$ cat src/rtl/gac_pkg.sv
// Shared types and constants of the Gram matrix accumulator.
// Used by gac_lane, gac_merge and gram_matrix_accumulator_unit; no dependencies.
package gac_pkg;

  localparam int FEAT_W    = 16;  // Q1.15 feature
  localparam int PROD_W    = 32;  // Q2.30 product
  localparam int OUT_SUM_W = 48;  // width of the emitted sum
  localparam int IDX_W     = 3;   // row and column index
  localparam int CNT_W     = 4;   // active feature count register
  localparam int TRI_W     = 6;   // number of entries in a readout, up to 36

  localparam logic [CNT_W-1:0] ACTIVE_RESET = 4'd8;

  typedef enum logic [1:0] {
    ST_ACC,    // take samples, accumulate
    ST_DRAIN,  // last sample in the product stage, snapshot the sums
    ST_READ    // shift the snapshot out, one entry per cycle
  } state_t;

  typedef struct packed {
    logic load;   // copy lane sums into the readout chain
    logic shift;  // emit the head entry and advance
  } merge_ctl_t;

  // Number of lower-triangle entries for n rows.
  function automatic logic [TRI_W-1:0] tri_count(input logic [CNT_W-1:0] n);
    logic [7:0] p;
    p = {4'd0, n} * ({4'd0, n} + 8'd1);
    return p[TRI_W:1];
  endfunction

endpackage

$ cat src/rtl/gac_merge.sv
// Readout stage: snapshot of all lane sums, shifted out in row-major order.
// Depends on gac_pkg.
module gac_merge import gac_pkg::*; #(
  parameter int FEATURES = 8,
  parameter int ACC_BITS = 48
) (
  input  logic                                 clk,
  input  logic                                 rst,
  input  merge_ctl_t                           ctl,
  input  logic [FEATURES*(FEATURES+1)/2-1:0][ACC_BITS-1:0] sums_in,
  input  logic [FEATURES*(FEATURES+1)/2-1:0]   clips_in,
  input  logic [TRI_W-1:0]                     total,
  output logic                                 read_last,
  output logic [IDX_W-1:0]                     row_index,
  output logic [IDX_W-1:0]                     col_index,
  output logic signed [OUT_SUM_W-1:0]          pair_sum,
  output logic                                 saturated,
  output logic                                 last_entry,
  output logic                                 result_valid
);

  localparam int PAIRS = FEATURES * (FEATURES + 1) / 2;

  logic [PAIRS-1:0][ACC_BITS-1:0] chain;
  logic [PAIRS-1:0]               clip_chain;
  logic [TRI_W-1:0]               cnt;
  logic [TRI_W-1:0]               total_q;
  logic [IDX_W-1:0]               row;
  logic [IDX_W-1:0]               col;
  logic [OUT_SUM_W-1:0]           head_sum;

  assign read_last = cnt == total_q - TRI_W'(1);

  generate
    if (ACC_BITS >= OUT_SUM_W) begin : g_trunc
      assign head_sum = chain[0][OUT_SUM_W-1:0];
    end else begin : g_sext
      assign head_sum = {{(OUT_SUM_W-ACC_BITS){chain[0][ACC_BITS-1]}}, chain[0]};
    end
  endgenerate

  always_ff @(posedge clk) begin
    if (ctl.load) begin
      chain      <= sums_in;
      clip_chain <= clips_in;
      total_q    <= total;
    end else if (ctl.shift) begin
      chain      <= {{ACC_BITS{1'b0}}, chain[PAIRS-1:1]};
      clip_chain <= {1'b0, clip_chain[PAIRS-1:1]};
      pair_sum   <= head_sum;
      saturated  <= clip_chain[0];
      last_entry <= read_last;
      row_index  <= row;
      col_index  <= col;
    end
  end

  always_ff @(posedge clk) begin
    if (rst) begin
      result_valid <= 1'b0;
      cnt          <= '0;
      row          <= '0;
      col          <= '0;
    end else begin
      result_valid <= ctl.shift;
      if (ctl.load) begin
        cnt <= '0;
        row <= '0;
        col <= '0;
      end else if (ctl.shift) begin
        cnt <= cnt + TRI_W'(1);
        if (col == row) begin
          row <= row + IDX_W'(1);
          col <= '0;
        end else begin
          col <= col + IDX_W'(1);
        end
      end
    end
  end

endmodule

$ cat config.mk
export PLATFORM = sky130hd
export DESIGN_NAME = gac_merge
export DESIGN_NICKNAME = d
export VERILOG_FILES = /design/src/rtl/gac_pkg.sv /design/src/rtl/gac_merge.sv
export SDC_FILE = /design/constraint.sdc
export NUM_CORES = 2
export LEC_CHECK = 0
export BUFFER_PORTS_ARGS = -buffer_cell sky130_fd_sc_hd__buf_2
export CAP_MARGIN = 25
export CORE_AREA = 2 2 705 707
export DETAILED_ROUTE_END_ITERATION = 12
export DIE_AREA = 0 0 707 709
export PLACE_DENSITY = 0.34
export SLEW_MARGIN = 20
export SYNTH_ARGS = -nofsm -noshare
export SYNTH_HDL_FRONTEND = slang
export SYNTH_SLANG_ARGS = --single-unit
$ cat constraint.sdc
create_clock -name clk -period 27.4 [get_ports clk]
set_clock_uncertainty 0.05 [all_clocks]
set_input_delay 4.11 -clock clk [delete_from_list [all_inputs] [get_ports clk]]
set_output_delay 4.11 -clock clk [all_outputs]
set_load 0.005 [all_outputs]
==> qor.yml <==
status: "finished clean"
grt_antenna_before_repair: 559
relSlewSlack_pct: 23.5
max_freq_ghz: 0.104
ys_seq_area_share_pct: 71.8
critPathMaxFanout: 162
ctsHtreeMaxLevel: 4
preCtsSetupSlack_ps: 16670
grt_pass1_wl_um: 395000
cts_resized: 0
synth-edff-count: 1826
worstSetupStartpointType: "primary input"
clockBufferDepth: 4
grt_max_degree: 174
dr.pass1.iters: 5
vias: 43343
viasPerCell: 3.43
r2r-start: "total_q[0]$_DFFE_PP_"
arrival_ps: 10070
crit_type: "in2reg"
worstHoldEndpoint: "pair_sum[23]$_DFFE_PP_"
post_cts.repair.setup_buffers: 0
worstHoldPathCells: 0
chipWidth_um: 707
yosysWarnings: 0
portBuffers: 1831
clock_latency_ps: 920
gr-total-overflow: 0
die_y_um: 709
track_usage_pct: 11.5
register_area_mm2: 0.0551
final.setup.tns_ps: 0
grt_pass1_vias: 45244
reg2reg_setup_slack_ps: 25140
min-delay-start: "head_sum[23]$_DFFE_PP_"
peakVddDrop_mv: 0.0658
period_minus_slack_ps: 9650
grt_setup_unrepaired: "false"
reg2reg_depth: 6
cts_tree: "built"
hold_ws_ps: 363
clk_pin_slew_ps: 60
netlist_area_mm2: 0.0767
drtIter0Drc: 2935
r2r_end: "last_entry$_DFFE_PP_"
cts_inserted_buffers: 233
p_per_area_mw_per_mm2: 71.8
place_congestion: 0.894
wl_um: 303000
placed_area_mm2: 0.0929
die_area_mm2: 0.501
final_hold_viol_count: 0
fin_nets: 7564
async_flop_share_pct: 0
p_leak_uw: 0.0370
multiInputGateArea_mm2: 0.0201
layout_setup_ws_ps: 17750
avgSynthCellArea_um2: 19.8
required_ps: 27820
synth.distinct_cells: 29
layout-drive-gt1-share_pct: 65.7
setup_violations: 0
n_fill_cell: 52643
maxCapViolCount: 0
cts_sinks: 1839
fin_crit_sh_pct: 35.2
syn_inst: 3870
clockRootBuffer: "clkbuf_16"
synth_seq_cells: 1839
min_path_type: "reg2reg"
fin_area_mm2: 0.101
maxSlewViolCount: 0
core_mm2: 0.493
dpl.hpwl_um: 236000
ios: 1832
endpoint_kind: "flop"
hold_buffers: 0
start_util_pct: 15.6
drtAntennaViolNets: 0
area_growth_pct: 31.6
wl_per_cell_um: 23.9
worstMarginPinSlew_ps: 1150
rows: 258
synth_ff_type: "edfxtp_1"
drc: 0
syn_nets: 5648
-- layout make-up --
type	instances	area share (%)
sequential	1839	54.6
multi-input combinational	1828	19.9
timing repair buffer	1880	9.60
tap	6500	8.06
clock buffer	290	6.09
clock inverter	142	1.34
antenna	165	0.409
inverter	4	0.0149
-- cell families (layout without fill, tap and decap cells) --
logic type	Yosys count	after routing	share of synthesized area [%]
buf+inv	203	2316	2.02
xor+xnor	17	17	0.194
compound gates	6	6	0.0555
fa+ha+maj	4	4	0.0653
simple gates	83	83	0.620
other cells	0	165	0
mux	1718	1718	25.2
flops	1839	1839	71.8
-- cell usage after synthesis, types with 2 or more instances --
| master | count | area [um^2] |
|---|---|---|
| nor2b_1 | 2 | 12.5 |
| mux2_2 | 1715 | 19300 |
| or2_2 | 2 | 12.5 |
| inv_1 | 4 | 15.0 |
| nand4_1 | 3 | 18.8 |
| clkbuf_1 | 6 | 22.5 |
| buf_6 | 20 | 225 |
| nor2_1 | 12 | 45.0 |
| and2_1 | 49 | 307 |
| a21oi_1 | 2 | 10.0 |
| edfxtp_1 | 1826 | 54800 |
| dfxtp_1 | 13 | 260 |
| nor3_1 | 3 | 15.0 |
| nand2b_1 | 2 | 12.5 |
| nand2_1 | 5 | 18.8 |
| mux2i_1 | 3 | 30.0 |
| buf_4 | 168 | 1260 |
| xnor2_1 | 8 | 70.1 |
| nand3_1 | 2 | 10.0 |
| xor2_1 | 9 | 78.8 |
| buf_2 | 5 | 25.0 |
| ha_1 | 4 | 50.1 |
-- critical path: stages --
cell    delay [ps]
buf_12         270
or2_4          820
buf_4          790
buf_4          590
buf_4          650
buf_4          860
buf_4          730
buf_12         620
-- per-layer routing --
| metal | up-vias | track usage [%] | routed length, um |
|---|---|---|---|
| li1 | 19412 | - | - |
| met1 | 20648 | 11.0 | 98800 |
| met2 | 1948 | 22.2 | 163000 |
| met3 | 1057 | 4.91 | 28000 |
| met4 | 278 | 2.94 | 10700 |
| met5 | - | 0 | 1750 |
-- flip-flops by register name (all words and copies together), names as in the netlist --
register / cells
row: 3
col: 3
pair_sum: 48
total_q: 6
col_index: 3
saturated: 1
row_index: 3
result_valid: 1
clip_chain: 36
last_entry: 1
head_sum: 48
chain: 1680
cnt: 6
-- power by group --
group          total, uW  leakage [uW]  internal, uW  switching (uW)
logic                579        0.0146           328             251
clock network       3070       0.00366          1780            1300
registers           3590        0.0187          3460             132
total               7250        0.0370          5560            1680
-- through the flow --
stage / std cells / utilization [%] / power, uW
6_report: 12648 / 20.5 / 7250
5_1_grt: 12535 / 20.4 / 7550
4_1_cts: 12481 / 20.4 / 7410
3_5_place_dp: 12049 / 18.9 / 4260
3_3_place_gp: 12048 / 18.9 / 4250
2_1_floorplan: 3870 / - / 4030
-- how the worst max path moves through the flow --
stage | start | slack, ps | cells past startpoint | endpoint
final | ctl[1] | 17750 | 8 | chain[350]$_DFFE_PP_
after global routing | ctl[1] | 17300 | 8 | chain[350]$_DFFE_PP_
after CTS | ctl[1] | 17720 | 8 | chain[183]$_DFFE_PP_
after detailed placement | ctl[1] | 16670 | 8 | head_sum[22]$_DFFE_PP_
after global placement | ctl[1] | 16780 | 8 | head_sum[21]$_DFFE_PP_
after floorplan | ctl[1] | 330 | 4 | chain[1000]$_DFFE_PP_
-- placed cells by master (no fill, tap or decap), types with 3 or more instances in the layout --
cell,count
buf_2,1830
edfxtp_1,1826
mux2_2,1715
clkbuf_16,235
diode_2,165
clkinv_1,54
and2_1,49
clkbuf_1,49
clkinv_2,45
buf_4,39
bufinv_16,20
dfxtp_1,13
nor2_1,12
xor2_1,9
buf_12,9
xnor2_1,8
clkinvlp_4,7
clkbuf_8,6
nand2_1,5
inv_6,5
inv_1,4
ha_1,4
clkinv_8,4
clkinv_16,4
nor3_1,3
nand4_1,3
mux2i_1,3
(Power assumes the default switching activity.)
