$ cat config.mk
export PLATFORM = sky130hd
export DESIGN_NAME = gac_lane
export DESIGN_NICKNAME = d
export VERILOG_FILES = /design/src/rtl/gac_pkg.sv /design/src/rtl/gac_lane.sv
export SDC_FILE = /design/constraint.sdc
export NUM_CORES = 1
export LEC_CHECK = 0
export BUFFER_PORTS_ARGS = -buffer_cell sky130_fd_sc_hd__buf_2
export CORE_MARGIN = 2
export CORE_UTILIZATION = 50
export DETAILED_ROUTE_END_ITERATION = 12
export GPL_ROUTABILITY_DRIVEN = 0
export PLACE_DENSITY = 0.76
export SETUP_SLACK_MARGIN = 0.05
export SYNTH_ARGS = -nofsm -noshare
export SYNTH_HDL_FRONTEND = slang
export SYNTH_SLANG_ARGS = --single-unit
export TNS_END_PERCENT = 1
$ cat constraint.sdc
create_clock -name clk -period 6.7 [get_ports clk]
set_input_delay 1.34 -clock clk [delete_from_list [all_inputs] [get_ports clk]]
set_output_delay 1.34 -clock clk [all_outputs]
set_load 0.005 [all_outputs]
$ cat src/rtl/gac_pkg.sv
// Shared types and constants of the Gram matrix accumulator.
// Used by gac_lane, gac_merge and gram_matrix_accumulator_unit; no dependencies.
package gac_pkg;

  localparam int FEAT_W    = 16;  // Q1.15 feature
  localparam int PROD_W    = 32;  // Q2.30 product
  localparam int OUT_SUM_W = 48;  // width of the emitted sum
  localparam int IDX_W     = 3;   // row and column index
  localparam int CNT_W     = 4;   // active feature count register
  localparam int TRI_W     = 6;   // number of entries in a readout, up to 36

  localparam logic [CNT_W-1:0] ACTIVE_RESET = 4'd8;

  typedef enum logic [1:0] {
    ST_ACC,    // take samples, accumulate
    ST_DRAIN,  // last sample in the product stage, snapshot the sums
    ST_READ    // shift the snapshot out, one entry per cycle
  } state_t;

  typedef struct packed {
    logic load;   // copy lane sums into the readout chain
    logic shift;  // emit the head entry and advance
  } merge_ctl_t;

  // Number of lower-triangle entries for n rows.
  function automatic logic [TRI_W-1:0] tri_count(input logic [CNT_W-1:0] n);
    logic [7:0] p;
    p = {4'd0, n} * ({4'd0, n} + 8'd1);
    return p[TRI_W:1];
  endfunction

endpackage

$ cat src/rtl/gac_lane.sv
// One accumulation lane: registered product of two features, then saturating add.
// Depends on gac_pkg.
module gac_lane import gac_pkg::*; #(
  parameter int ACC_BITS = 48
) (
  input  logic                       clk,
  input  logic                       rst,
  input  logic                       take,
  input  logic signed [FEAT_W-1:0]   a,
  input  logic signed [FEAT_W-1:0]   b,
  input  logic                       flush,
  output logic        [ACC_BITS-1:0] sum_next,
  output logic                       clip_next
);

  localparam logic [ACC_BITS-1:0] SUM_MAX = {1'b0, {(ACC_BITS-1){1'b1}}};
  localparam logic [ACC_BITS-1:0] SUM_MIN = {1'b1, {(ACC_BITS-1){1'b0}}};

  logic signed [PROD_W-1:0]   prod;
  logic                       take1;
  logic        [ACC_BITS-1:0] sum;
  logic                       clip;
  logic        [ACC_BITS:0]   wide;
  logic                       ovf;

  always_ff @(posedge clk) begin
    prod <= a * b;
  end

  // Add with one guard bit; a mismatch of the top two bits is an overflow.
  always_comb begin
    wide = {sum[ACC_BITS-1], sum} + {{(ACC_BITS+1-PROD_W){prod[PROD_W-1]}}, prod};
    ovf  = wide[ACC_BITS] != wide[ACC_BITS-1];
    if (!take1) begin
      sum_next = sum;
    end else if (ovf) begin
      sum_next = wide[ACC_BITS] ? SUM_MIN : SUM_MAX;
    end else begin
      sum_next = wide[ACC_BITS-1:0];
    end
    clip_next = clip | (take1 & ovf);
  end

  always_ff @(posedge clk) begin
    if (rst) begin
      take1 <= 1'b0;
      sum   <= '0;
      clip  <= 1'b0;
    end else begin
      take1 <= take;
      if (flush) begin
        sum  <= '0;
        clip <= 1'b0;
      end else begin
        sum  <= sum_next;
        clip <= clip_next;
      end
    end
  end

endmodule

==> flow_summary.toml <==
[floorplan]
die_footprint_sq_um = 32500
die_ht_um = 180
rows = 64
dieWidth_um = 180
core_region_area_sq_um = 30600
initial_core_util_pct = 50.8
design.portCount = 85

[critical_path]
cp-start-kind = "input port"
cpMostUsedCell = "sky130_fd_sc_hd__fa_1"
critical_path.slowest_cell = "sky130_fd_sc_hd__fa_1"
timing.critical_path.cells = "buf_2, buf_4, nand2_1, fa_1, inv_1, fa_1, fa_1, fa_1, fa_1, inv_1, fa_1, inv_1, ha_4, nand3_1, or2_2, o311a_1, a21oi_2, a311oi_2, o21ai_1, xor2_1"
critical_path_arrival_ns = 6.89
timing_worst_setup_path_type = "in -> reg"
critical_path.endpoint_type = "flip-flop"
crit_path_max_fanout = 5
crit_required_ns = 6.97
timing.critical_path.slowest_cell_delay_ns = 0.60

[sta]
totalNegativeSetupSlack_ns = 0
fin_crit_ns = 6.61
timing.final.hold_violations = 0
slew_violations = 0
rsz_0062_raised_after_global_routing = "true"
setup_violations = 0
slew_headroom_pct = 25.5
timing.fmax_mhz = 151
final.period_utilization_pct = 98.7
worst_pin_slew_ns = 1.12
fin_skew_ns = 0.00851

[synth]
synth_seq_cells = 82
post_synthesis_sequential_area_ratio_pct = 10.6
postSynthCellCount = 1814
synth_edf_count = 0
synth_top_flop_cell = "sky130_fd_sc_hd__dfxtp_1"
post_synth.cell_area_avg_sq_um = 8.57
synth_cell_types = 64
syn-num-nets = 2243
ys_warn_count = 0
synth.cell_area_sq_um = 15500
async_flop_share_pct = 0

[cells_and_area]
n_fill_cell = 2677
drive_gt1_share_pct = 14.8
layout.nets = 2390
area_growth_syn_to_layout_pct = 13.2
antenna_cells = 0

[global_routing]
grt_pass1_wl_um = 65700
grt_antenna_before_repair = 0
grtUsageMet1_pct = 30.6
met3_usage_pct = 3.76
grt_overflow = 0
pin_count_of_the_biggest_net_entering_global_routing = 69
top_usage_layer = "met2"
grt_pass1_vias = 13900
gr_util_all_layers_pct = 24.4
gr-usage-met2_pct = 43.8

[cts]
clock_tree_root_buffer_cell = "sky130_fd_sc_hd__clkbuf_16"
clk_latency_ns = 0.35
cts_max_path_buffers = 2
tritoncts = "built"
cts_buffers = 9
cts.sink_count = 82
cts.clk_slew.worst_paths_ns = 0.06
maximum_level_of_the_cts_h_tree = 3

[min_path]
min-delay-path-class = "reg -> reg"

[route]
detail_route.first_pass.iterations = 5
initialDrtViolationCount = 934
ant_nets = 0
drc_errors = 0
via_per_inst = 5.51
postRouteWirelength_um = 38500
wl_per_cell_um = 16.3
num_vias = 13000

[place]
dp_hpwl_um = 32300
port_buffers = 84

[run]
max_capacitance_violation_count = 0

[run_status]
run_status = "complete, no violations"
==> area by class of cell <==
class | instances | area (sq um) | share of cell area [%]
multi-input cells | 1347 | 12500 | 71.3
flip-flops and latches | 82 | 1640 | 9.33
inverters | 310 | 1160 | 6.61
clock inverters | 3 | 17.5 | 0.0995
repair buffers | 211 | 1500 | 8.50
clock buffers | 11 | 243 | 1.38
well taps | 396 | 495 | 2.82
==> state kept, by name, indices dropped and copies added, names as in the netlist <==
name / cells
sum: 48
prod: 32
clip: 1
take1: 1
==> path summary, 6_finish.rpt <==
path	slack, ns	to	cells after the start	from
worst max register to register	2.32	sum[35]	13	sum[0]
worst min register to register	0.45	clip	2	clip
worst min-delay path	0.45	clip	2	clip
worst max-delay path	0.09	prod[29]	20	a[11]
==> synth_stat cells, types with 5 or more instances <==
master,count,share of area (%)
sky130_fd_sc_hd__nand4_1,16,0.64
sky130_fd_sc_hd__a211oi_1,20,0.97
sky130_fd_sc_hd__nor2_1,93,2.2
sky130_fd_sc_hd__a31oi_1,6,0.24
sky130_fd_sc_hd__o21ai_0,53,1.7
sky130_fd_sc_hd__o21a_1,7,0.34
sky130_fd_sc_hd__and3_1,5,0.20
sky130_fd_sc_hd__buf_2,19,0.61
sky130_fd_sc_hd__nor2b_1,6,0.24
sky130_fd_sc_hd__o21bai_1,15,0.72
sky130_fd_sc_hd__or2_2,6,0.24
sky130_fd_sc_hd__nand2b_1,11,0.44
sky130_fd_sc_hd__o22ai_1,10,0.40
sky130_fd_sc_hd__xnor2_1,52,2.9
sky130_fd_sc_hd__xor2_1,24,1.4
sky130_fd_sc_hd__clkbuf_1,51,1.2
sky130_fd_sc_hd__dfxtp_1,82,11
sky130_fd_sc_hd__or3_1,5,0.20
sky130_fd_sc_hd__o21ai_1,6,0.19
sky130_fd_sc_hd__fa_1,263,34
sky130_fd_sc_hd__ha_1,130,10
sky130_fd_sc_hd__a21oi_1,124,4.0
sky130_fd_sc_hd__nand2_1,210,5.1
sky130_fd_sc_hd__nand3_1,21,0.68
sky130_fd_sc_hd__and2_1,132,5.3
sky130_fd_sc_hd__o211ai_1,6,0.29
sky130_fd_sc_hd__a211oi_2,22,1.8
sky130_fd_sc_hd__a21o_1,26,1.3
sky130_fd_sc_hd__a22oi_1,5,0.24
sky130_fd_sc_hd__inv_1,310,7.5
sky130_fd_sc_hd__nor3_1,22,0.71
==> metal layers <==
layer | up-vias | routed length (um)
met1 | 6426 | 16000
met3 | 65 | 2190
li1 | 6109 | -
met5 | - | 0
met4 | 0 | 882
met2 | 397 | 19400
==> cells in the final DEF (no fill, tap or decap), types with 16 or more instances in the layout <==
cell type | Yosys | routed
sky130_fd_sc_hd__nor2_1 | 93 | 93
sky130_fd_sc_hd__a21o_1 | 26 | 26
sky130_fd_sc_hd__ha_1 | 130 | 127
sky130_fd_sc_hd__o21ai_0 | 53 | 48
sky130_fd_sc_hd__a21oi_1 | 124 | 123
sky130_fd_sc_hd__buf_2 | 19 | 71
sky130_fd_sc_hd__a211oi_1 | 20 | 20
sky130_fd_sc_hd__dfxtp_1 | 82 | 82
sky130_fd_sc_hd__fa_1 | 263 | 259
sky130_fd_sc_hd__nand3_1 | 21 | 21
sky130_fd_sc_hd__xor2_1 | 24 | 24
sky130_fd_sc_hd__buf_4 | 1 | 117
sky130_fd_sc_hd__a211oi_2 | 22 | 22
sky130_fd_sc_hd__nand4_1 | 16 | 16
sky130_fd_sc_hd__xnor2_1 | 52 | 52
sky130_fd_sc_hd__nand2_1 | 210 | 210
sky130_fd_sc_hd__and2_1 | 132 | 125
sky130_fd_sc_hd__nor3_1 | 22 | 21
sky130_fd_sc_hd__inv_1 | 310 | 304
==> repair_timing <==
action | 4_1_cts | 5_1_grt
setup endpoints to repair | 2 | 10
resized for setup | 1 | 65
gates cloned | 0 | 0
pin swaps | 0 | 29
hold buffers | 0 | 0
buffers inserted | 0 | 6
==> kinds of logic (layout without fill, tap and decap cells) <==
logic type / count (synthesis) / count (layout) / synth area share, %
xor gates and xnor gates: 76 / 76 / 4.28
and+or+nand+nor: 543 / 543 / 16.9
adders and majority gates: 393 / 393 / 44.3
AOI/OAI and AO/OA: 331 / 331 / 14.0
muxes: 4 / 4 / 0.266
buffers and inverters: 385 / 535 / 9.62
DFF: 82 / 82 / 10.6
==> worst max-delay path: cells and delay by family <==
| family | cells | cell delay, ns |
|---|---|---|
| adder cells (fa/ha/maj) | 7 | 3.36 |
| AO/OA/AOI/OAI | 4 | 1.01 |
| buffers and inverters | 5 | 0.52 |
| AND/OR/NAND/NOR | 3 | 0.50 |
| XOR/XNOR | 1 | 0.16 |
==> per-stage QoR <==
stage / utilization [%] / hold slack [ns] / instances / setup slack, ns / instance area, sq um
finish: 57.5 / 0.451 / 2360 / 0.0871 / 17600
global route: 57.5 / 0.477 / 2360 / -0.0752 / 17600
CTS: 56.7 / 0.453 / 2354 / 0.0498 / 17300
detailed placement: 55.8 / 0.443 / 2340 / -0.355 / 17100
global placement: 55.8 / 0.439 / 2340 / -0.147 / 17100
floorplan: - / 0.431 / 1814 / 0.0549 / 15600
Power is left out: the tool's default activity adds up to more than one toggle a clock period on the data nets, which glitch-free logic cannot reach.
